`config.mk`:
```
export PLATFORM = sky130hd
export DESIGN_NAME = conflict_graph_lock_manager_unit
export DESIGN_NICKNAME = d
export VERILOG_FILES = /design/src/rtl/core/cglm_pkg.sv /design/src/rtl/core/cglm_store.sv /design/src/rtl/core/conflict_graph_lock_manager_unit.sv
export SDC_FILE = /design/constraint.sdc
export NUM_CORES = 1
export LEC_CHECK = 0
export BUFFER_PORTS_ARGS = -buffer_cell sky130_fd_sc_hd__buf_2
export CAP_MARGIN = 20
export CELL_PAD_IN_SITES_DETAIL_PLACEMENT = 0
export CELL_PAD_IN_SITES_GLOBAL_PLACEMENT = 1
export CORE_MARGIN = 1.5
export CORE_UTILIZATION = 40
export DETAILED_ROUTE_END_ITERATION = 10
export GPL_TIMING_DRIVEN = 0
export PLACE_DENSITY_LB_ADDON = 0.1
export RECOVER_POWER = 25
export REMOVE_ABC_BUFFERS = 1
export SLEW_MARGIN = 10
export SYNTH_ARGS = -nofsm -noshare
export SYNTH_HDL_FRONTEND = slang
export SYNTH_SLANG_ARGS = --single-unit
```
`constraint.sdc`:
```
create_clock -name clk -period 9.16 [get_ports clk]
set_input_delay 1.374 -clock clk [delete_from_list [all_inputs] [get_ports clk]]
set_output_delay 1.374 -clock clk [all_outputs]
set_load 0.005 [all_outputs]
```
`src/rtl/core/cglm_pkg.sv`:
```
// Shared constants and types for the conflict-graph lock manager.
// Holds sizes, operation and status codes, and the memory request structs.
// No dependencies.
package cglm_pkg;

	localparam int BLOCKS      = 16;
	localparam int COUNT_WIDTH = 8;
	localparam int IDX_W       = $clog2(BLOCKS);
	localparam int WALK_W      = IDX_W + 1;
	localparam int CFG_W       = 5;
	localparam int OP_W        = 3;
	localparam int BLK_W       = 4;
	localparam int STATUS_W    = 3;
	localparam int MASK_W      = 16;
	localparam int S_TDATA_W   = 16;
	localparam int M_TDATA_W   = 24;

	localparam logic [CFG_W-1:0]       CFG_RESET = CFG_W'(16);
	localparam logic [COUNT_WIDTH-1:0] CNT_MAX   = {COUNT_WIDTH{1'b1}};

	// operation codes
	localparam logic [OP_W-1:0] OP_ADD    = 3'd0;
	localparam logic [OP_W-1:0] OP_MUTUAL = 3'd1;
	localparam logic [OP_W-1:0] OP_COMMIT = 3'd2;
	localparam logic [OP_W-1:0] OP_LOCK   = 3'd3;
	localparam logic [OP_W-1:0] OP_UNLOCK = 3'd4;

	// status codes
	localparam logic [STATUS_W-1:0] ST_OK    = 3'd0;
	localparam logic [STATUS_W-1:0] ST_BUSY  = 3'd1;
	localparam logic [STATUS_W-1:0] ST_RANGE = 3'd2;
	localparam logic [STATUS_W-1:0] ST_PHASE = 3'd3;
	localparam logic [STATUS_W-1:0] ST_DUP   = 3'd4;
	localparam logic [STATUS_W-1:0] ST_OVER  = 3'd5;
	localparam logic [STATUS_W-1:0] ST_UNDER = 3'd6;

	// dependency row memory access: one write and one read per cycle
	typedef struct packed {
		logic              we;
		logic [IDX_W-1:0]  waddr;
		logic [BLOCKS-1:0] wdata;
		logic [IDX_W-1:0]  raddr;
	} dep_req_t;

	// hold counter memory access: one write and one read per cycle
	typedef struct packed {
		logic                   we;
		logic [IDX_W-1:0]       waddr;
		logic [COUNT_WIDTH-1:0] wdata;
		logic [IDX_W-1:0]       raddr;
	} cnt_req_t;

endpackage

```
`src/rtl/core/cglm_store.sv`:
```
// Dependency row and hold counter memories of the lock manager.
// Synchronous (registered) read; per-entry valid bits make reset clear both.
// Depends on cglm_pkg.
module cglm_store
	import cglm_pkg::*;
(
	input  logic                   clk,
	input  logic                   arst_n,
	input  dep_req_t               dep_req,
	output logic [BLOCKS-1:0]      dep_rdata,
	input  cnt_req_t               cnt_req,
	output logic [COUNT_WIDTH-1:0] cnt_rdata
);

	logic [BLOCKS-1:0]      dep_mem [BLOCKS];
	logic [COUNT_WIDTH-1:0] cnt_mem [BLOCKS];
	logic [BLOCKS-1:0]      dep_vld_q;
	logic [BLOCKS-1:0]      cnt_vld_q;
	logic [BLOCKS-1:0]      dep_rd_q;
	logic [COUNT_WIDTH-1:0] cnt_rd_q;
	logic                   dep_rd_vld_q;
	logic                   cnt_rd_vld_q;

	// memory arrays: write port and registered read port
	always_ff @(posedge clk) begin
		if (dep_req.we) begin
			dep_mem[dep_req.waddr] <= dep_req.wdata;
		end
		if (cnt_req.we) begin
			cnt_mem[cnt_req.waddr] <= cnt_req.wdata;
		end
		dep_rd_q <= dep_mem[dep_req.raddr];
		cnt_rd_q <= cnt_mem[cnt_req.raddr];
	end

	// valid bits: an entry never written since reset reads as zero
	always_ff @(posedge clk or negedge arst_n) begin
		if (!arst_n) begin
			dep_vld_q    <= '0;
			cnt_vld_q    <= '0;
			dep_rd_vld_q <= 1'b0;
			cnt_rd_vld_q <= 1'b0;
		end else begin
			dep_rd_vld_q <= dep_vld_q[dep_req.raddr];
			cnt_rd_vld_q <= cnt_vld_q[cnt_req.raddr];
			if (dep_req.we) begin
				dep_vld_q[dep_req.waddr] <= 1'b1;
			end
			if (cnt_req.we) begin
				cnt_vld_q[cnt_req.waddr] <= 1'b1;
			end
		end
	end

	assign dep_rdata = dep_rd_vld_q ? dep_rd_q : '0;
	assign cnt_rdata = cnt_rd_vld_q ? cnt_rd_q : '0;

endmodule

```
`src/rtl/core/conflict_graph_lock_manager_unit.sv`:
```
// Conflict-graph lock manager: request sequencer, config register, result register.
// Instantiates cglm_store; depends on cglm_pkg.
//
// Usage:
//   s_* channel takes one request beat (operation, first block, second block).
//   m_* channel returns exactly one result beat (status, released mask) per request.
//   cfg_wr_en/cfg_wr_data write blocks_in_use; write only while no request is open.
// Sequencing (one request at a time, s_tready is low while one is open):
//   range/phase errors and commit: from accept straight to S_DONE and the result register.
//   busy lock: S_ROW_A, then S_DONE.
//   add dependency: S_ROW_A, S_ROW_B; mutual add also S_WR_B (row reads and write-backs).
//   lock/unlock: S_ROW_A, S_CHECK, S_UPDATE, then S_DONE. The hold counter
//   memory is walked one entry per cycle, once to check for overflow or
//   underflow and, if that passes, once more to read-modify-write the counters.
//   The next beat is taken once the result register has been loaded.
// Reset: dependency rows and counters read as zero (per-entry valid bits), the
//   graph is uncommitted, blocks_in_use is 16; no clearing pass is needed.
// Stall: a finished result waits in the result register until m_tready; the
//   next request is taken once the result has been loaded there.
module conflict_graph_lock_manager_unit
	import cglm_pkg::*;
(
	input  logic                 clk,
	input  logic                 arst_n,
	input  logic                 s_tvalid,
	output logic                 s_tready,
	input  logic [S_TDATA_W-1:0] s_tdata,   // [2:0] operation, [6:3] first_block, [10:7] second_block
	output logic                 m_tvalid,
	input  logic                 m_tready,
	output logic [M_TDATA_W-1:0] m_tdata,   // [2:0] status, [18:3] released_mask
	input  logic                 cfg_wr_en,
	input  logic [CFG_W-1:0]     cfg_wr_data
);

	typedef enum logic [6:0] {
		S_IDLE   = 7'b0000001,
		S_ROW_A  = 7'b0000010,
		S_ROW_B  = 7'b0000100,
		S_WR_B   = 7'b0001000,
		S_CHECK  = 7'b0010000,
		S_UPDATE = 7'b0100000,
		S_DONE   = 7'b1000000
	} state_t;

	state_t                 state_q;
	logic [CFG_W-1:0]       blocks_q;
	logic                   frozen_q;
	logic [OP_W-1:0]        op_q;
	logic [IDX_W-1:0]       a_q;
	logic [IDX_W-1:0]       b_q;
	logic [BLOCKS-1:0]      row_q;
	logic [BLOCKS-1:0]      rowb_q;
	logic [STATUS_W-1:0]    status_q;
	logic [MASK_W-1:0]      released_q;
	logic                   fail_q;
	logic [WALK_W-1:0]      idx_q;
	logic [IDX_W-1:0]       rd_idx_q;
	logic                   rd_live_q;
	logic                   m_tvalid_q;
	logic [M_TDATA_W-1:0]   m_tdata_q;

	logic [OP_W-1:0]        in_op;
	logic [IDX_W-1:0]       in_a;
	logic [IDX_W-1:0]       in_b;
	logic                   in_add;
	logic                   a_ok;
	logic                   b_ok;
	logic                   op_add;
	logic                   op_lock;
	logic                   dup_b;
	logic                   walk_end;
	logic                   walk_hit;
	logic                   chk_bad;
	dep_req_t               dep_req;
	cnt_req_t               cnt_req;
	logic [BLOCKS-1:0]      dep_rdata;
	logic [COUNT_WIDTH-1:0] cnt_rdata;

	cglm_store u_store (
		.clk       (clk),
		.arst_n    (arst_n),
		.dep_req   (dep_req),
		.dep_rdata (dep_rdata),
		.cnt_req   (cnt_req),
		.cnt_rdata (cnt_rdata)
	);

	// request field decode and range check against blocks_in_use
	assign in_op    = s_tdata[OP_W-1:0];
	assign in_a     = s_tdata[OP_W +: BLK_W];
	assign in_b     = s_tdata[OP_W+BLK_W +: BLK_W];
	assign in_add   = (in_op == OP_ADD) || (in_op == OP_MUTUAL);
	assign a_ok     = CFG_W'(in_a) < blocks_q;
	assign b_ok     = CFG_W'(in_b) < blocks_q;
	assign op_add   = (op_q == OP_ADD) || (op_q == OP_MUTUAL);
	assign op_lock  = (op_q == OP_LOCK);
	assign s_tready = (state_q == S_IDLE);
	assign m_tvalid = m_tvalid_q;
	assign m_tdata  = m_tdata_q;

	// duplicate check once both rows are in hand (second row arrives now)
	assign dup_b = row_q[b_q] || ((op_q == OP_MUTUAL) && (a_q != b_q) && dep_rdata[a_q]);

	// counter walk: data for rd_idx_q arrives in the cycle after its read
	assign walk_end = (idx_q == WALK_W'(BLOCKS));
	assign walk_hit = rd_live_q && row_q[rd_idx_q];
	assign chk_bad  = walk_hit && (op_lock ? (cnt_rdata == CNT_MAX) : (cnt_rdata == '0));

	// memory port control
	always_comb begin
		dep_req = '0;
		cnt_req = '0;
		unique case (state_q)
			S_IDLE: begin
				dep_req.raddr = in_a;
				cnt_req.raddr = in_a;
			end
			S_ROW_A: begin
				dep_req.raddr = b_q;
			end
			S_ROW_B: begin
				dep_req.we    = !dup_b;
				dep_req.waddr = a_q;
				dep_req.wdata = row_q | (BLOCKS'(1) << b_q);
			end
			S_WR_B: begin
				dep_req.we    = 1'b1;
				dep_req.waddr = b_q;
				dep_req.wdata = rowb_q | (BLOCKS'(1) << a_q);
			end
			S_CHECK: begin
				cnt_req.raddr = idx_q[IDX_W-1:0];
			end
			S_UPDATE: begin
				cnt_req.raddr = idx_q[IDX_W-1:0];
				cnt_req.we    = walk_hit;
				cnt_req.waddr = rd_idx_q;
				cnt_req.wdata = op_lock ? (cnt_rdata + COUNT_WIDTH'(1))
				                        : (cnt_rdata - COUNT_WIDTH'(1));
			end
			S_DONE: begin
			end
			default: begin
			end
		endcase
	end

	// request sequencer
	always_ff @(posedge clk or negedge arst_n) begin
		if (!arst_n) begin
			state_q    <= S_IDLE;
			blocks_q   <= CFG_RESET;
			frozen_q   <= 1'b0;
			m_tvalid_q <= 1'b0;
			idx_q      <= '0;
			rd_live_q  <= 1'b0;
			fail_q     <= 1'b0;
		end else begin
			if (cfg_wr_en) begin
				blocks_q <= cfg_wr_data;
			end
			// result beat leaves; a reload in S_DONE sets valid again
			if (m_tvalid_q && m_tready && (state_q != S_DONE)) begin
				m_tvalid_q <= 1'b0;
			end
			unique case (state_q)
				S_IDLE: begin
					if (s_tvalid) begin
						op_q       <= in_op;
						a_q        <= in_a;
						b_q        <= in_b;
						released_q <= '0;
						fail_q     <= 1'b0;
						idx_q      <= '0;
						rd_live_q  <= 1'b0;
						priority if (in_op > OP_UNLOCK) begin
							status_q <= ST_RANGE;
							state_q  <= S_DONE;
						end else if (in_op == OP_COMMIT) begin
							status_q <= frozen_q ? ST_PHASE : ST_OK;
							frozen_q <= 1'b1;
							state_q  <= S_DONE;
						end else if (!a_ok || (in_add && !b_ok)) begin
							status_q <= ST_RANGE;
							state_q  <= S_DONE;
						end else if (frozen_q == in_add) begin
							status_q <= ST_PHASE;
							state_q  <= S_DONE;
						end else begin
							status_q <= ST_OK;
							state_q  <= S_ROW_A;
						end
					end
				end
				S_ROW_A: begin
					row_q <= dep_rdata;
					priority if (op_add) begin
						state_q <= S_ROW_B;
					end else if (op_lock && (cnt_rdata != '0)) begin
						status_q <= ST_BUSY;
						state_q  <= S_DONE;
					end else begin
						state_q <= S_CHECK;
					end
				end
				S_ROW_B: begin
					rowb_q <= dep_rdata;
					priority if (dup_b) begin
						status_q <= ST_DUP;
						state_q  <= S_DONE;
					end else if (op_q == OP_MUTUAL) begin
						state_q <= S_WR_B;
					end else begin
						state_q <= S_DONE;
					end
				end
				S_WR_B: begin
					state_q <= S_DONE;
				end
				S_CHECK: begin
					if (chk_bad) begin
						fail_q <= 1'b1;
					end
					if (walk_end) begin
						idx_q     <= '0;
						rd_live_q <= 1'b0;
						if (fail_q || chk_bad) begin
							status_q <= op_lock ? ST_OVER : ST_UNDER;
							state_q  <= S_DONE;
						end else begin
							state_q <= S_UPDATE;
						end
					end else begin
						idx_q     <= idx_q + WALK_W'(1);
						rd_live_q <= 1'b1;
						rd_idx_q  <= idx_q[IDX_W-1:0];
					end
				end
				S_UPDATE: begin
					// a counter that drops from one to zero is released
					if (!op_lock && walk_hit && (cnt_rdata == COUNT_WIDTH'(1))) begin
						released_q[rd_idx_q] <= 1'b1;
					end
					if (walk_end) begin
						idx_q     <= '0;
						rd_live_q <= 1'b0;
						state_q   <= S_DONE;
					end else begin
						idx_q     <= idx_q + WALK_W'(1);
						rd_live_q <= 1'b1;
						rd_idx_q  <= idx_q[IDX_W-1:0];
					end
				end
				S_DONE: begin
					if (!m_tvalid_q || m_tready) begin
						m_tvalid_q <= 1'b1;
						m_tdata_q  <= {(M_TDATA_W-MASK_W-STATUS_W)'(0), released_q, status_q};
						state_q    <= S_IDLE;
					end
				end
				default: begin
					state_q <= S_IDLE;
				end
			endcase
		end
	end

endmodule

```
==> results.cfg, run 1 <==
[grt]
grt_pass1_wl_mm = 88.60
grt_pass1_vias = 13910
overflow = 0
antenna_found_initial = 0
grt_max_degree = 65
track_usage_pct = 19.83

[sta]
final-hold-violation-count = 0
rsz0062_at_grt = false
slew_headroom_pct = -134.3
min_period_over_period_pct = 52.99
skew_ps = 22.81
setup_viol = 0
finalCriticalPeriod_ps = 4854
max_freq_ghz = 0.2060
worst_slew_pin_slew_ps = 3515
setup_tns_ps = 0
slew_violations = 63

[logic_synthesis]
synth_top_area_share_pct = 61.41
synthTopCellsByCount = edfxtp_1 (469), nand2_1 (216), nor2_1 (90), mux2i_1 (80)
syn_avg_cell_area_um2 = 13.82
synth_edf_count = 469
yosysTopAreaCell = edfxtp_1
synth_cells = 1659
syn-cell-area_um2 = 22930
synth.area.top_cells = edfxtp_1 (61%), dfrtp_1 (5.8%), nand2_1 (3.5%)
ys_types = 72
synth.most_common_cell = edfxtp_1
ys_warn_count = 0
async_reset_ff_share_pct = 10.04
synth-seq-cells = 548
synthFlopType = edfxtp_1
yosysSeqAreaShare_pct = 69.51

[cells_and_area]
syn_to_final_growth_pct = 15.54
fin_nets = 1765
fin_util_pct = 46.90
final.fill_count = 4991
drive_above_1_share_pct = 14.57
antennaDiodeCount = 0

[worst_setup_path]
crit_path_end_kind = flop
crit_chain = clkbuf_1, and2_0
path_max_fanout = 62
cpMaxStageDelayCell = clkbuf_1
crit_family = buffers and inverters
critPathLaunchType = primary input
worstPathRequired_ps = 9370
path_buf_inv = 1
crit_arrival_ps = 5060
worstSetupPathType = in -> reg
critical-path-max-stage-delay_ps = 2430

[detailed_routing]
wl_per_cell_um = 22.90
wl_met3_mm = 2.142
wl_met1_mm = 25.24
drc_errors = 0
dr.pass1.iters = 5
wl_met2_mm = 29.00
vias_per_cell = 5.433
drt-total-wl_mm = 58.02
ant_nets = 0
routed.top_layer = met4
vias = 13770
drt_iter0_markers = 1048

[flow_run]
cap_violations = 1

[cts]
cts_buffers = 59
cts_num_sinks = 548
htree_levels = 2
clk-insertion-delay-late_ps = 610
cts_buffer_depth = 3
tritoncts = yes
postCtsSetupRepairBufs = 0
hold_buffers = 0
ctsResizeCount = 0
clockRootBuffer = clkbuf_16
clk_pin_slew_worst_paths_ps = 60

[placement]
portBuffers = 41
hpwl_mm = 38.02
gp_congestion = 0.7811

[status]
violations = capacitance limit, slew limit
status = finished, violations left

[floorplan]
coreArea_um2 = 56500
dieArea_um2 = 58780
rows = 87
ioPinCount = 52
die_h_um = 242.5
die_w_um = 242.5
start_util_pct = 40.60

[pwr]
power_uw = 6567
power.density_nw_per_um2 = 247.8
p_leak_uw = 0.008944
max-vdd-ir-drop_uv = 163.8

[min_path]
hold_path.class = reg -> reg
==> stage by stage <==
step / std cells / hold slack, ps / area [um2] / worst slack [ps]
after floorplan: 1561 / 400.3 / 22430 / -2094
after global placement: 2358 / 409.6 / 23580 / -7220
after detailed placement: 2414 / 406.6 / 24550 / 4870
after CTS: 2526 / 422.8 / 26480 / 5041
after global routing: 2534 / 422.9 / 26500 / 3731
final: 2534 / 421.0 / 26500 / 4306
==> flip-flops by register name, indices dropped and copies added, names as in the netlist, 4 cells and up <==
name               flops
u_store.cnt_mem      128
m_tdata               19
u_store.cnt_vld_q     16
u_store.cnt_rd_q       8
rd_idx_q               4
a_q                    4
idx_q                  5
u_store.dep_vld_q     16
released_q            16
blocks_q               5
row_q                 16
u_store.dep_mem      256
b_q                    4
u_store.dep_rd_q      16
state_q                7
rowb_q                16
==> area by class of cell <==
class / instances / area (um2) / share of cell area, %
Multi-Input combinational cell: 1000 / 6613 / 24.96
Clock buffer: 86 / 1669 / 6.299
Inverter: 13 / 48.80 / 0.1842
Tap cell: 756 / 945.9 / 3.570
Clock inverter: 26 / 266.5 / 1.006
Timing Repair Buffer: 105 / 1012 / 3.820
Sequential cell: 548 / 15940 / 60.17
==> power by group <==
part	switching, uW	total (uW)	internal (uW)
clock	964	2360	1400
combinational	816	1330	514
sequential	101	2870	2770
==> cell families after synthesis <==
logic type	count (synthesis)	share of synthesized area [%]
flops	548	69.51
simple gates	499	10.22
compound gates	340	10.09
mux	133	6.585
buf+inv	115	2.493
fa+ha+maj	12	0.6546
xor+xnor	11	0.4201
other cells	1	0.01635
==> layer usage <==
| layer | up-vias | track usage, % |
|---|---|---|
| li1 | 6463 | - |
| met1 | 6940 | 26.15 |
| met2 | 279 | 33.94 |
| met3 | 85 | 2.515 |
| met4 | 0 | 6.397 |
| met5 | - | 0 |
==> worst paths after layout <==
path | startpoint | cells past startpoint | endpoint | slack [ps]
min reg2reg | status_q[1] | 0 | m_tdata[1] | 420
min | status_q[1] | 0 | m_tdata[1] | 420
max | arst_n | 2 | row_q[4] | 4310
min in group asynchronous | arst_n | 1 | m_tvalid | 1960
max reg2reg | state_q[1] | 7 | u_store.cnt_mem[11][0] | 4920
max in group asynchronous | arst_n | 1 | u_store.dep_vld_q[0] | 5220
==> layout by cell type (no fill, tap or decap), types with 22 or more instances in the layout <==
master,n
a22oi_1,22
clkbuf_1,49
a31oi_1,63
dfrtp_1,53
nor2_1,73
mux2_2,43
nand3_1,57
o21bai_1,33
nand2_1,216
dfxtp_1,24
a211oi_1,36
a21oi_1,62
edfxtp_1,469
mux2i_1,80
clkbuf_16,60
o22ai_1,31
nor2b_1,45
(Power assumes the default switching activity.)
==> run 2: changes to the inputs <==
Settings changed: ABC_AREA set to 1.
Clock period 9.16 ns to 4.5 ns, I/O delays scaled along.
==> run 2 against run 1 <==
Against the previous run:
- the flow now finishes without violations
- sequential power up 100%
- count of clock-buffer cells in the layout fell by 4
- final cell count increased by 26%
- clock skew grew 2.9 ps
- flip-flop and latch count unchanged
- core utilization down 1.0 points
- routed wire length is 9.2% higher
- non-clock buffer count shrank 27
- die area grew 4.6%
- cell area increased by 2.4%
- total power up 100%
- critical path depth is 14 higher
- critical path type is now reg -> reg
- critical endpoint is now u_store.dep_rd_q[15]
- largest cell class unchanged
==> results.cfg, run 2 <==
[status]
status = finished clean

[cells_and_area]
layout_commonest_cell = nand2_1
antennaDiodeCount = 0
instances_no_fill = 3186
final_cell_mix = nand2_1 (836), edfxtp_1 (469), nand3_1 (252)
fin_nets = 2402
largest_register_ffs = 256
regMostFlops = u_store.dep_mem
syn_to_final_growth_pct = 13.03
drive_above_1_share_pct = 8.371

[detailed_routing]
drt-total-wl_mm = 63.37
vias_per_cell = 5.091
routed.top_layer = met4
drt_iter0_markers = 1229
ant_nets = 0
drc_errors = 0
wl_per_cell_um = 19.89
vias = 16220
wl_met3_mm = 3.190
dr.pass1.iters = 7
wl_met2_mm = 29.51
wl_met1_mm = 29.76

[worst_setup_path]
crit_path_end_kind = flop
crit_arrival_ps = 4580
r2r-end = u_store.dep_rd_q[15]
r2r-start = state_q[5]
critical-path-max-stage-delay_ps = 440
rrSetupSlack_ps = 400
path_max_fanout = 112
worstPathRequired_ps = 4980
worstSetupPathType = reg -> reg
crit_top_cell = nand2_1
critPathLaunchType = flop
crit_chain = inv_1, nand3_1, inv_1, nand4_4, inv_2, nand2_4, nand2_8, buf_16, inv_6, buf_16, nand2_1, nand2_1, nand2_1, nand3_1, nand3_1, nand2_1
r2r_cells = 16
critPathLaunch = state_q[5]
cpMaxStageDelayCell = nand2_4

[cts]
cts_num_sinks = 548
tritoncts = yes
clk-insertion-delay-late_ps = 620
clockRootBuffer = clkbuf_16
cts_buffers = 58
cts_buffer_depth = 3
clk_pin_slew_worst_paths_ps = 60
htree_levels = 2

[sta]
min_period_over_period_pct = 91.03
rsz0062_at_grt = false
slew_violations = 0
worst_slew_pin_slew_ps = 1342
skew_ps = 25.69
max_freq_ghz = 0.2441
fin_ws_ps = 403.7
slew_headroom_pct = 9.729
final-hold-violation-count = 0
setup_viol = 0
finalCriticalPeriod_ps = 4096

[logic_synthesis]
synthFlopType = edfxtp_1
synthTopCellsByCount = nand2_1 (834), edfxtp_1 (469), nand3_1 (252), inv_1 (216), nor2_1 (85)
async_reset_ff_share_pct = 10.04
synth-seq-cells = 548
yosysSeqAreaShare_pct = 66.40
synth_top_area_share_pct = 58.66
syn-cell-area_um2 = 24010
synth.area.top_cells = edfxtp_1 (59%), nand2_1 (13%), dfrtp_1 (5.5%)
ys_warn_count = 0
syn_avg_cell_area_um2 = 10.31
synth.most_common_cell = nand2_1
synth_edf_count = 469
yosysTopAreaCell = edfxtp_1
ys_types = 51
synth_cells = 2329

[min_path]
hold_path.class = in -> reg
whs_path_depth = 3
hold_path_startpoint = cfg_wr_data[0]
min_to = blocks_q[0]

[grt]
grt_pass1_vias = 15600
track_usage_pct = 20.88
overflow = 0
grt_pass1_wl_mm = 95.79
grt_max_degree = 113
antenna_found_initial = 0

[flow_run]
cap_violations = 0

[placement]
gp_congestion = 0.8248
dpl.cell_count = 3069
post-place-ws_ps = 552.7
portBuffers = 41
hpwl_mm = 38.74

[floorplan]
start_util_pct = 40.60
coreArea_um2 = 59130
die_w_um = 248.0
rows = 89
dieArea_um2 = 61500
ioPinCount = 52
die_h_um = 248.0

[pwr]
p_leak_uw = 0.01130
power.density_nw_per_um2 = 491.7
max-vdd-ir-drop_uv = 334.2
==> run 2: cell count changes after synthesis, moves of 43 or more <==
cell,delta
mux2i_1,-80
nand3_1,+195
nand2_1,+618
o21ai_0,+51
inv_1,+204
mux2_2,-43
a31oi_1,-46
nor2b_1,-45
==> run 2: how the worst max path moves through the flow <==
stage	endpoint	slack, ps
after floorplan	u_store.dep_rd_vld_q	880
after global placement	u_store.dep_rd_q[8]	-2660
after detailed placement	u_store.dep_rd_q[6]	550
after CTS	u_store.dep_rd_q[6]	510
after global routing	u_store.dep_rd_q[15]	130
final	u_store.dep_rd_q[15]	400
==> run 2: what timing repair did <==
| item | CTS | global route |
|---|---|---|
| hold buffers | 1 | 0 |
| buffers inserted | 0 | 0 |
| gates resized for setup | 0 | 0 |
| hold endpoints to repair | 17 | 0 |
| setup endpoints to repair | 0 | 0 |
==> run 2: logic make-up after synthesis <==
kind of cell    after synthesis  synth area share (%)
buf+inv                     341                 6.274
compound gates              201                 5.263
fa+ha+maj                    12                0.6253
simple gates               1222                 21.27
other cells                   1               0.01562
flops                       548                 66.40
xor+xnor                      4                0.1459
==> run 2: power breakdown <==
group / total (uW) / switching, uW / leakage (uW) / internal (uW)
registers: 5820 / 145 / 0.00578 / 5670
logic: 2780 / 1980 / 0.00459 / 802
clock network: 4740 / 1980 / 0.000931 / 2770
total: 13300 / 4100 / 0.0113 / 9240
==> run 2: layer usage <==
layer / GRT usage (%) / up-vias
met5: 0 / -
met4: 4.082 / 0
met3: 3.255 / 73
met2: 33.53 / 368
met1: 30.08 / 7907
li1: - / 7871
==> run 2: final cells by class <==
type | instances | area, um2
Multi-Input combinational cell | 1444 | 6731
Fill cell | 5477 | 31990
Inverter | 234 | 889.6
Sequential cell | 548 | 15940
Tap cell | 773 | 967.2
Timing Repair Buffer | 78 | 715.7
Clock buffer | 82 | 1643
Clock inverter | 27 | 249.0
==> run 2: metrics by stage <==
| step | util [%] | total power [uW] | setup TNS, ps | instance area [um2] | hold WS, ps |
|---|---|---|---|---|---|
| after floorplan | - | 7516 | 0 | 23400 | 379.4 |
| after global placement | 41.55 | 8546 | -116470 | 24570 | 407.4 |
| after detailed placement | 42.77 | 8753 | 0 | 25290 | 405.7 |
| after CTS | 45.99 | 13510 | 0 | 27190 | 224.4 |
| after global routing | 45.90 | 13970 | 0 | 27140 | 267.7 |
| final | 45.90 | 13340 | 0 | 27140 | 266.5 |
==> run 2: worst max-delay path, delay by kind of cell (launching register included) <==
family                 cells  cell delay (ps)
and+or+nand+nor           10             1810
buffers and inverters      6             1450
DFF                        1              410
==> run 3: changes to the inputs <==
Settings changed: CTS_BUF_LIST set to sky130_fd_sc_hd__clkbuf_4 sky130_fd_sc_hd__clkbuf_8, SETUP_SLACK_MARGIN set to 0.2.
==> run 3 against run 2 <==
Against the previous run:
- fmax shrank 1.3%
- flip-flop and latch count stayed put
- critical path depth stayed put
- register-to-register slack got worse by 50 ps
- sequential share of layout area down 0.14 points
- cell area up 0.24%
==> results.cfg, run 3 (synthesis gave the netlist of run 2 again) <==
[sta]
fin_ws_ps = 351.2
slew_headroom_pct = 9.524
fin_hold_ws_ps = 199.3
setup_viol = 0
worst_slew_pin_slew_ps = 1347
final-hold-violation-count = 0
rsz0062_at_grt = false
max_freq_ghz = 0.2410
min_period_over_period_pct = 92.20
slew_violations = 0
skew_ps = 39.25
finalCriticalPeriod_ps = 4149

[detailed_routing]
drt_iter0_markers = 1289
vias_per_cell = 5.056
wl_per_cell_um = 19.73
drt-total-wl_mm = 64.20
dr.pass1.iters = 5
ant_nets = 0
vias = 16450
drc_errors = 0

[floorplan]
start_util_pct = 40.60
rows = 89
ioPinCount = 52
die_w_um = 248.0
die_h_um = 248.0
dieArea_um2 = 61500
coreArea_um2 = 59130

[cells_and_area]
largest_register_ffs = 256
syn_to_final_growth_pct = 13.31
regMostFlops = u_store.dep_mem
final_cell_mix = nand2_1 (836), edfxtp_1 (469), nand3_1 (252)
final.fill_count = 5535
drive_above_1_share_pct = 11.38
fin_nets = 2439
layout_commonest_cell = nand2_1
instances_no_fill = 3254

[grt]
met1_usage_pct = 29.96
overflow = 0
antenna_found_initial = 1
track_usage_pct = 21.22
grt_max_degree = 113
busiest_layer = met2
use_met2_pct = 33.57
grt.met3_usage_pct = 3.698
grt_pass1_wl_mm = 96.98
grt_pass1_vias = 16060

[pwr]
p_leak_uw = 0.01142
p_sw_share_pct = 31.55
power.density_nw_per_um2 = 485.2
p_clk_share_pct = 34.7
netSwitchingPower_uw = 4165
combPwrFrac_pct = 21.2
seq_power_share_pct = 44.1
p_int_uw = 9035
max-vdd-ir-drop_uv = 263.2

[worst_setup_path]
worstPathRequired_ps = 5050
r2r_cells = 16
crit_arrival_ps = 4700
critPathLaunchType = flop
cp_num_cells = 16
worstSetupPathType = reg -> reg
crit_path_end_kind = flop
path_max_fanout = 112
crit_family = simple AND/OR/NAND/NOR gates
critPathLaunch = state_q[5]
r2r-end = u_store.dep_rd_q[15]
path_buf_inv = 6
crit_top_cell = nand2_1
cpMaxStageDelayCell = nand2_4
crit_chain = inv_1, nand3_1, inv_1, nand4_4, inv_2, nand2_4, nand2_8, buf_16, inv_6, buf_16, nand2_1, nand2_1, nand2_1, nand3_1, nand3_1, nand2_1
critical-path-max-stage-delay_ps = 440
endpoint = u_store.dep_rd_q[15]
r2r-start = state_q[5]
rrSetupSlack_ps = 350

[placement]
dpl.cell_count = 3069
post-place-ws_ps = 552.7
gp_congestion = 0.8248
hpwl_mm = 38.74
portBuffers = 41

[cts]
clockRootBuffer = clkbuf_8
tritoncts = yes
clk_pin_slew_worst_paths_ps = 60
clk-insertion-delay-late_ps = 690
ctsResizeCount = 0
cts_buffer_depth = 3
htree_levels = 3
cts_buffers = 93
cts_num_sinks = 548

[status]
status = finished clean

[min_path]
hold_path_startpoint = cfg_wr_data[1]
hold_path.class = in -> reg

[flow_run]
cap_violations = 0
[run 3: worst min-delay path by stage]
stage / to / cells past startpoint
6_report: blocks_q[1] / 3
5_1_grt: b_q[2] / 1
4_1_cts: blocks_q[1] / 3
3_5_place_dp: m_tdata[2] / 0
3_3_place_gp: m_tdata[0] / 0
2_1_floorplan: blocks_q[0] / 0
[run 3: timing repair]
action	4_1_cts	5_1_grt
setup buffers	0	0
hold buffers	1	0
endpoints found under the hold margin	17	0
[run 3: tightest hold or removal path: cells and delay by family]
kind            cells  cell delay, ps
compound gates      1              60
buf+inv             1              70
simple gates        1              40
[run 3: layout make-up]
type	count	area, um2	share of cell area, %
Sequential cell	548	15940	58.60
Multi-Input combinational cell	1444	6735	24.76
Clock buffer	150	1821	6.692
Tap cell	773	967.2	3.555
Inverter	234	889.6	3.270
Timing Repair Buffer	80	730.7	2.686
Clock inverter	23	113.9	0.4185
Antenna cell	2	5.005	0.01840
[run 3: metrics by stage]
step,instance area (um2),util [%],setup TNS (ps),power (uW)
final,27200,46.01,0,13200
after global routing,27200,46.01,0,13840
after global placement,24570,41.55,-116470,8546
after floorplan,23400,-,0,7516
after detailed placement,25290,42.77,0,8753
after CTS,27240,46.06,0,13370
[run 3: metal layers]
metal  wire [um]  vias to the layer above
met5           0                        -
met4        1080                        0
met3        3587                       83
met2       29920                      399
met1       29610                     8010
li1            -                     7961
[run 3: power groups by stage]
stage                     logic (uW)  registers, uW  clock network (uW)
after global routing            3100           5830                4910
after detailed placement        2840           5920                   0
after global placement          2630           5920                   0
after CTS                       2850           5820                4700
after floorplan                 1660           5860                   0
final                           2790           5820                4590
